===== src/sv/i2cra_pkg.sv =====
package i2cra_pkg;

    // default for the longest read reply, in bytes
    localparam int unsigned READ_BYTES_DEF = 4;
    // bytes held in the fetched word
    localparam int unsigned WORD_BYTES     = 4;
    localparam int unsigned WORD_IDX_W     = $clog2(WORD_BYTES);

    localparam int unsigned IN_TDATA_W  = 48;
    localparam int unsigned IN_TUSER_W  = 2;
    localparam int unsigned OUT_TDATA_W = 40;

    typedef enum logic [1:0] {
        EV_ADDR_MATCH = 2'd0,
        EV_BYTE_READY = 2'd1,
        EV_STOP       = 2'd2,
        EV_NO_FLAG    = 2'd3
    } t_event;

    typedef enum logic [1:0] {
        RESP_NONE = 2'd0,
        RESP_ACK  = 2'd1,
        RESP_NACK = 2'd2
    } t_response;

    typedef enum logic [1:0] {
        ERR_NONE        = 2'd0,
        ERR_REP_WRITE   = 2'd1,
        ERR_READ_NO_REP = 2'd2,
        ERR_NO_FLAG     = 2'd3
    } t_error;

    typedef struct packed {
        t_event      op;
        logic        dir_read;
        logic        rep_start;
        logic [7:0]  rx_byte;
        logic        fetch_ok;
        logic [31:0] fetch_word;
        logic [2:0]  fetch_len;
    } t_in_item;

    typedef struct packed {
        t_response   response;
        logic        release_line;
        logic        tx_valid;
        logic [7:0]  tx_byte;
        logic        cmd_valid;
        logic        cmd_is_read;
        logic [7:0]  cmd_reg;
        logic [7:0]  cmd_data;
        t_error      error_code;
        logic        ready_res;
    } t_out_item;

endpackage


===== src/sv/i2cra_core.sv =====
module i2cra_core #(
    parameter int unsigned READ_BYTES = i2cra_pkg::READ_BYTES_DEF
) (
    input  logic                 i_clk,
    input  logic                 i_rst_n,
    input  logic                 i_fire,
    input  i2cra_pkg::t_in_item  i_item,
    output i2cra_pkg::t_out_item o_res
);
    import i2cra_pkg::*;

    localparam int unsigned LEN_W = $clog2(READ_BYTES + 1);

    logic             r_is_read_dir, n_is_read_dir;
    logic             r_saw_rep_start, n_saw_rep_start;
    logic [7:0]       r_reg_address, n_reg_address;
    logic [7:0]       r_data_byte, n_data_byte;
    logic [31:0]      r_read_word, n_read_word;
    logic [LEN_W-1:0] r_read_len, n_read_len;
    logic [7:0]       r_byte_count, n_byte_count;

    logic [7:0]       cnt_inc;
    logic [7:0]       tx_sel;

    assign cnt_inc = r_byte_count + 8'd1;

    // byte at old count, zero beyond the fetched word
    always_comb begin
        if (r_byte_count < 8'(WORD_BYTES)) begin
            tx_sel = r_read_word[8 * int'(r_byte_count[WORD_IDX_W-1:0]) +: 8];
        end else begin
            tx_sel = 8'd0;
        end
    end

    always_comb begin
        n_is_read_dir   = r_is_read_dir;
        n_saw_rep_start = r_saw_rep_start;
        n_reg_address   = r_reg_address;
        n_data_byte     = r_data_byte;
        n_read_word     = r_read_word;
        n_read_len      = r_read_len;
        n_byte_count    = r_byte_count;
        o_res           = '0;

        unique case (i_item.op)
            EV_ADDR_MATCH: begin
                n_is_read_dir   = i_item.dir_read;
                n_saw_rep_start = i_item.rep_start;
                n_byte_count    = 8'd0;
                o_res.ready_res = 1'b1;
                if (i_item.rep_start == i_item.dir_read) begin
                    o_res.response = RESP_ACK;
                end else begin
                    o_res.response   = RESP_NACK;
                    o_res.error_code = i_item.dir_read ? ERR_READ_NO_REP : ERR_REP_WRITE;
                end
            end
            EV_BYTE_READY: begin
                n_byte_count = cnt_inc;
                if (!r_is_read_dir) begin
                    o_res.response = RESP_ACK;
                    if (cnt_inc == 8'd1) begin
                        // first byte of a write is the register address
                        n_reg_address   = i_item.rx_byte;
                        n_data_byte     = 8'd0;
                        o_res.ready_res = 1'b1;
                    end else begin
                        n_data_byte       = i_item.rx_byte;
                        o_res.cmd_valid   = 1'b1;
                        o_res.cmd_reg     = r_reg_address;
                        o_res.cmd_data    = i_item.rx_byte;
                    end
                end else if (cnt_inc == 8'd1) begin
                    if (!i_item.fetch_ok) begin
                        o_res.response     = RESP_NACK;
                        o_res.release_line = 1'b1;
                        o_res.ready_res    = 1'b1;
                    end else begin
                        n_read_word = i_item.fetch_word;
                        if (32'(i_item.fetch_len) > READ_BYTES) begin
                            n_read_len = LEN_W'(READ_BYTES);
                        end else begin
                            n_read_len = LEN_W'(i_item.fetch_len);
                        end
                        o_res.cmd_valid   = 1'b1;
                        o_res.cmd_is_read = 1'b1;
                        o_res.cmd_reg     = r_reg_address;
                        o_res.cmd_data    = r_data_byte;
                        o_res.tx_valid    = 1'b1;
                        o_res.tx_byte     = i_item.fetch_word[7:0];
                    end
                end else if (cnt_inc > 8'd1 && cnt_inc <= 8'(r_read_len)) begin
                    o_res.tx_valid  = 1'b1;
                    o_res.tx_byte   = tx_sel;
                    o_res.ready_res = 1'b1;
                end else if ({1'b0, cnt_inc} == 9'(r_read_len) + 9'd1) begin
                    // master asked past the end of the reply
                    o_res.response     = RESP_NACK;
                    o_res.release_line = 1'b1;
                    o_res.ready_res    = 1'b1;
                end
            end
            EV_STOP: begin
                n_byte_count    = 8'd0;
                o_res.ready_res = 1'b1;
            end
            EV_NO_FLAG: begin
                o_res.error_code = ERR_NO_FLAG;
                o_res.ready_res  = 1'b1;
            end
        endcase
    end

    always_ff @(posedge i_clk) begin
        if (!i_rst_n) begin
            r_is_read_dir   <= 1'b0;
            r_saw_rep_start <= 1'b0;
            r_reg_address   <= 8'd0;
            r_data_byte     <= 8'd0;
            r_read_word     <= 32'd0;
            r_read_len      <= '0;
            r_byte_count    <= 8'd0;
        end else if (i_fire) begin
            r_is_read_dir   <= n_is_read_dir;
            r_saw_rep_start <= n_saw_rep_start;
            r_reg_address   <= n_reg_address;
            r_data_byte     <= n_data_byte;
            r_read_word     <= n_read_word;
            r_read_len      <= n_read_len;
            r_byte_count    <= n_byte_count;
        end
    end

endmodule


===== src/sv/i2c_register_access_slave_unit.sv =====
// register-access i2c slave event handler: each input item is one decoded
// bus event (address match, byte ready, stop or no flag) and yields exactly
// one result item with the ack/nack action, line release, transmit byte,
// register command, error code and ready-line level. an item is taken into
// an input register, decided by one level of logic against the transfer
// state and written to a result register; a new one can enter every
// cycle, and only a stalled result register holds the input side back.
// read replies are limited to READ_BYTES bytes of the fetched 32-bit
// word, least significant byte first
module i2c_register_access_slave_unit #(
    parameter int unsigned READ_BYTES = i2cra_pkg::READ_BYTES_DEF
) (
    input  logic                                  i_clk,
    input  logic                                  i_rst_n,
    input  logic                                  s_axis_tvalid,
    output logic                                  s_axis_tready,
    // dir_read[0], rep_start[1], rx_byte[9:2], fetch_ok[10],
    // fetch_word[42:11], fetch_len[45:43], zero fill[47:46]
    input  logic [i2cra_pkg::IN_TDATA_W-1:0]      s_axis_tdata,
    // op[1:0]
    input  logic [i2cra_pkg::IN_TUSER_W-1:0]      s_axis_tuser,
    output logic                                  m_axis_tvalid,
    input  logic                                  m_axis_tready,
    // response[1:0], release_line[2], tx_valid[3], tx_byte[11:4],
    // cmd_valid[12], cmd_is_read[13], cmd_reg[21:14], cmd_data[29:22],
    // error_code[31:30], ready_res[32], zero fill[39:33]
    output logic [i2cra_pkg::OUT_TDATA_W-1:0]     m_axis_tdata
);
    import i2cra_pkg::*;

    logic      r_in_valid;
    t_in_item  r_in_item;
    logic      r_out_valid;
    t_out_item r_out_item;
    t_out_item core_res;
    logic      advance;

    // item moves from input register to result register when the
    // result register is empty or its item is being taken
    assign advance       = r_in_valid && (!r_out_valid || m_axis_tready);
    assign s_axis_tready = !r_in_valid || advance;

    always_ff @(posedge i_clk) begin
        if (!i_rst_n) begin
            r_in_valid <= 1'b0;
        end else if (s_axis_tready) begin
            r_in_valid <= s_axis_tvalid;
        end
    end

    // unpack the incoming item
    always_ff @(posedge i_clk) begin
        if (s_axis_tvalid && s_axis_tready) begin
            r_in_item.op         <= t_event'(s_axis_tuser[1:0]);
            r_in_item.dir_read   <= s_axis_tdata[0];
            r_in_item.rep_start  <= s_axis_tdata[1];
            r_in_item.rx_byte    <= s_axis_tdata[9:2];
            r_in_item.fetch_ok   <= s_axis_tdata[10];
            r_in_item.fetch_word <= s_axis_tdata[42:11];
            r_in_item.fetch_len  <= s_axis_tdata[45:43];
        end
    end

    // event decision and transfer state
    i2cra_core #(
        .READ_BYTES (READ_BYTES)
    ) u_core (
        .i_clk   (i_clk),
        .i_rst_n (i_rst_n),
        .i_fire  (advance),
        .i_item  (r_in_item),
        .o_res   (core_res)
    );

    always_ff @(posedge i_clk) begin
        if (!i_rst_n) begin
            r_out_valid <= 1'b0;
        end else if (advance) begin
            r_out_valid <= 1'b1;
        end else if (m_axis_tready) begin
            r_out_valid <= 1'b0;
        end
    end

    always_ff @(posedge i_clk) begin
        if (advance) begin
            r_out_item <= core_res;
        end
    end

    assign m_axis_tvalid = r_out_valid;

    // pack the result item, lowest field first
    assign m_axis_tdata = {
        7'd0,
        r_out_item.ready_res,
        r_out_item.error_code,
        r_out_item.cmd_data,
        r_out_item.cmd_reg,
        r_out_item.cmd_is_read,
        r_out_item.cmd_valid,
        r_out_item.tx_byte,
        r_out_item.tx_valid,
        r_out_item.release_line,
        r_out_item.response
    };

endmodule

===== config.mk =====
export PLATFORM = sky130hd
export DESIGN_NAME = i2c_register_access_slave_unit
export DESIGN_NICKNAME = d
export VERILOG_FILES = /design/src/sv/i2cra_pkg.sv /design/src/sv/i2cra_core.sv /design/src/sv/i2c_register_access_slave_unit.sv
export SDC_FILE = /design/constraint.sdc
export NUM_CORES = 1
export LEC_CHECK = 0
export BUFFER_PORTS_ARGS = -buffer_cell sky130_fd_sc_hd__clkbuf_2
export CORE_ASPECT_RATIO = 0.8
export CORE_MARGIN = 4
export CORE_UTILIZATION = 25
export DETAILED_ROUTE_END_ITERATION = 10
export GPL_TIMING_DRIVEN = 0
export MAX_ROUTING_LAYER = met4
export PLACE_DENSITY_LB_ADDON = 0.05
export SLEW_MARGIN = 30
export SYNTH_ARGS = -nofsm -noshare
export SYNTH_HDL_FRONTEND = slang
export SYNTH_SLANG_ARGS = --single-unit

===== constraint.sdc =====
create_clock -name i_clk -period 3.02 [get_ports i_clk]
set_input_delay 0.151 -clock i_clk [delete_from_list [all_inputs] [get_ports i_clk]]
set_output_delay 0.151 -clock i_clk [all_outputs]
set_load 0.01 [all_outputs]

==> impl_results.md <==
- Synth cell types: 63
- Die height: 152 um
- Layout Skew: 0.0154 ns
- Clock latency on the worst-skew pair: 0.43 ns
- Max-slew violation count: 0
- Final total power: 4.39 mW
- Clock transition at the registers of the reported paths: 0.06 ns
- Cells along the critical path: buf_6 -> inv_1 -> ha_1 -> ha_1 -> and3b_1 -> o21ai_1 -> o21ai_1 -> nor4_4 -> buf_4 -> a32o_1
- Peak supply drop: 370 uV
- Synthesized flop and latch total: 143
- Num Clock Sinks: 143
- Die X: 188 um
- Unrepaired setup endpoints after global routing: no
- Largest area contributor in the netlist: edfxtp_1
- Reg-to-reg slack, setup: 0.23 ns
- Crit path largest cell delay: 0.39 ns
- Fin worst setup slack: 0.234 ns
- Comb pwr share: 0.063
- Final Hold Fails: 0
- Clk pwr share: 0.447
- Io pins: 96
- TritonCTS clock tree: yes
- List of most frequent post-synthesis cells: edfxtp_1, a21oi_1, dfxtp_1
- WL/cell: 17.6 um
- Fin Hold WS: 0.0412 ns
- Seq pwr share: 0.491
- Fin area: 0.00847 sq mm
- Slowest-stage cell, CP: dfxtp_1
- Fmax: 359 MHz
- DRC errors left: 0
- Actual slew at the worst max-slew pin: 0.710 ns
- Number of synthesis warnings: 0
- Initial antenna violation count: 0
- Sw Share: 0.244
- Largest cells by area after synthesis: edfxtp_1, dfxtp_1, a21oi_1
- Main synth FF type: edfxtp_1
- Final wirelength: 18900 um
- First-pass GRT wire length: 29300 um
- Post-synth EDFFs: 81
- Die ar.: 0.0286 sq mm
- Dpl ws: -0.717 ns
- H-tree depth: 4
- Hold-critical path depth: 4
- CP top delay family: adder cells
- GP Congestion: 0.828
- RR Startpoint: u_core.r_byte_count[0]
- Worst R2R End: m_axis_tdata[9]
- Slew Limit Headroom: 0.524
- Fillers: 2602
- DP Wirelength: 14100 um
- PwrDens: 518 mW/mm^2
- Cell area after synthesis: 0.00648 sq mm
- Startpoint Class: flop
- Initial DRT Pass Iterations: 5
- Sw power: 1.07 mW
- Vias in the first global route: 5009
- P&R area growth vs syn: 30.7%
- Async SR Flop Fraction: 0
- CTS root buffer: clkbuf_16
- Buffers on Ports: 86
- Antenna cells: 0
- Leak pwr: 3.07 nW
- Worst Path Arrival: 3.06 ns
- Detailed router's first-iteration violation count: 312
- Syn Inst Count: 550
- HP Start: m_axis_tready
- Worst-path fanout max: 17
- Syn_area_per_cell: 11.8 sq um
- Nets: 779
- Initial Util: 0.255
- Area of the core: 0.0254 sq mm
- Largest net degree at the start of global routing: 30
- Max_cap viols: 0
- Status: complete, no violations
- Worst Path Buf+Inv: 3
- CTS Buf Count: 17
- Placed Area: 0.00743 sq mm
- Count leader, synth: edfxtp_1
- Routed Antenna Nets: 0
- Setup violations, final: 0
- Row Count: 52
- Sequential area share after synthesis: 0.567
- Clock Path Buffers: 2
- Tmin final: 2.79 ns
- Total GRT Usage: 0.136
- Worst Hold Class: input port to flop
- Share of the synthesized area in the top cell type: 0.375
- Vias: 5048
- Critical path class: flop to flop
- Share of cells above drive strength 1: 0.261
- Tcrit/Tclk final: 0.923
- Internal power: 3.32 mW
- Reg2reg path depth: 10
- Req. time, crit path: 3.30 ns
- Gr ovfl total: 0
- Core Util, Final: 0.333
- Hold path endpoint: m_axis_tvalid
- Crit end category: flop
- Via density: 4.69
==> area by class of cell <==
class / instances / area (sq um) / share of cell area
Clock buffer: 19 / 433 / 0.0511
Sequential cell: 143 / 3670 / 0.433
Buffer: 56 / 324 / 0.0382
Multi-Input combinational cell: 344 / 2470 / 0.292
Tap cell: 351 / 439 / 0.0518
Clock inverter: 13 / 106 / 0.0125
Timing Repair Buffer: 139 / 986 / 0.116
Inverter: 11 / 41.3 / 0.00487
==> cell families after synthesis <==
| family | after synthesis | synth area share |
|---|---|---|
| compound gates | 169 | 0.177 |
| xor+xnor | 7 | 0.0145 |
| fa+ha+maj | 13 | 0.0251 |
| buf+inv | 69 | 0.0567 |
| flops | 143 | 0.567 |
| mux | 9 | 0.0293 |
| other cells | 1 | 0.000578 |
| simple gates | 139 | 0.130 |
==> power groups by stage <==
stage	registers (mW)	clock network (mW)	logic (mW)
floorplan	2.19	0	0.116
global placement	2.20	0	0.215
detailed placement	2.20	0	0.229
CTS	2.16	2.03	0.280
global route	2.16	2.11	0.305
finish	2.16	1.96	0.275
==> what timing repair did <==
action,4_1_cts,5_1_grt
buffers inserted,1,0
hold buffers,50,0
gates resized for setup,1,2
endpoints found under the hold margin,50,0
setup endpoints to repair,12,8
pin swaps,1,0
==> worst reg2reg max path, delay by kind of cell (launching register included) <==
kind,cells,cell delay (ns)
AND/OR/NAND/NOR,2,0.42
adder cells (fa/ha/maj),2,0.68
flip-flops,1,0.39
AO/OA/AOI/OAI,3,0.63
buffers and inverters,3,0.51
==> metal layers <==
| layer | up-vias | routed length, um | part of all wire | track usage |
|---|---|---|---|---|
| met4 | 0 | 171 | 0.0091 | 0.0328 |
| met3 | 13 | 837 | 0.044 | 0.0337 |
| li1 | 2449 | - | - | - |
| met5 | - | 0 | 0 | - |
| met2 | 115 | 8040 | 0.43 | 0.188 |
| met1 | 2471 | 9840 | 0.52 | 0.199 |
==> cells in the final DEF (no fill, tap or decap), types with 3 or more instances in the layout <==
master / n
a21boi_0: 8
clkbuf_2: 87
o21a_1: 4
o211ai_1: 8
buf_2: 24
buf_4: 13
a21oi_1: 66
dfxtp_1: 62
conb_1: 7
nand3_1: 10
nand2b_1: 5
xnor2_1: 3
inv_6: 5
and3_1: 3
ha_1: 13
nor2b_1: 5
or3_1: 4
clkinvlp_4: 5
nand2_1: 26
mux4_2: 8
nor2_1: 13
o21ai_1: 4
a21o_1: 3
o31ai_1: 43
nand4_1: 45
dlygate4sd3_1: 50
inv_1: 9
buf_6: 5
o21ai_0: 7
nor3_1: 5
clkbuf_16: 17
clkbuf_1: 16
edfxtp_1: 81
a32o_1: 14
==> state kept, by name, summed over array words and instances, names as in the netlist <==
register              count
m_axis_tdata             33
m_axis_tvalid             1
r_in_item                48
r_in_valid                1
u_core.r_byte_count       8
u_core.r_data_byte        8
u_core.r_is_read_dir      1
u_core.r_read_len         3
u_core.r_read_word       32
u_core.r_reg_address      8
==> how the worst max path moves through the flow <==
stage	startpoint	to	slack (ns)	cells past startpoint
final	u_core.r_byte_count[0]	m_axis_tdata[9]	0.23	10
after global routing	u_core.r_byte_count[0]	m_axis_tdata[9]	0.02	10
after CTS	u_core.r_byte_count[0]	m_axis_tdata[9]	0.08	10
after detailed placement	u_core.r_byte_count[0]	m_axis_tdata[9]	-0.72	10
after global placement	u_core.r_byte_count[0]	m_axis_tdata[9]	-0.70	10
after floorplan	u_core.r_byte_count[0]	m_axis_tdata[11]	0.15	10
==> stage by stage <==
step | instances | TNS [ns]
final | 1076 | 0
after global routing | 1076 | 0
after CTS | 1076 | 0
after detailed placement | 995 | -6.90
after floorplan | 556 | 0
after global placement | 993 | -28.76
(Power assumes the default switching activity.)
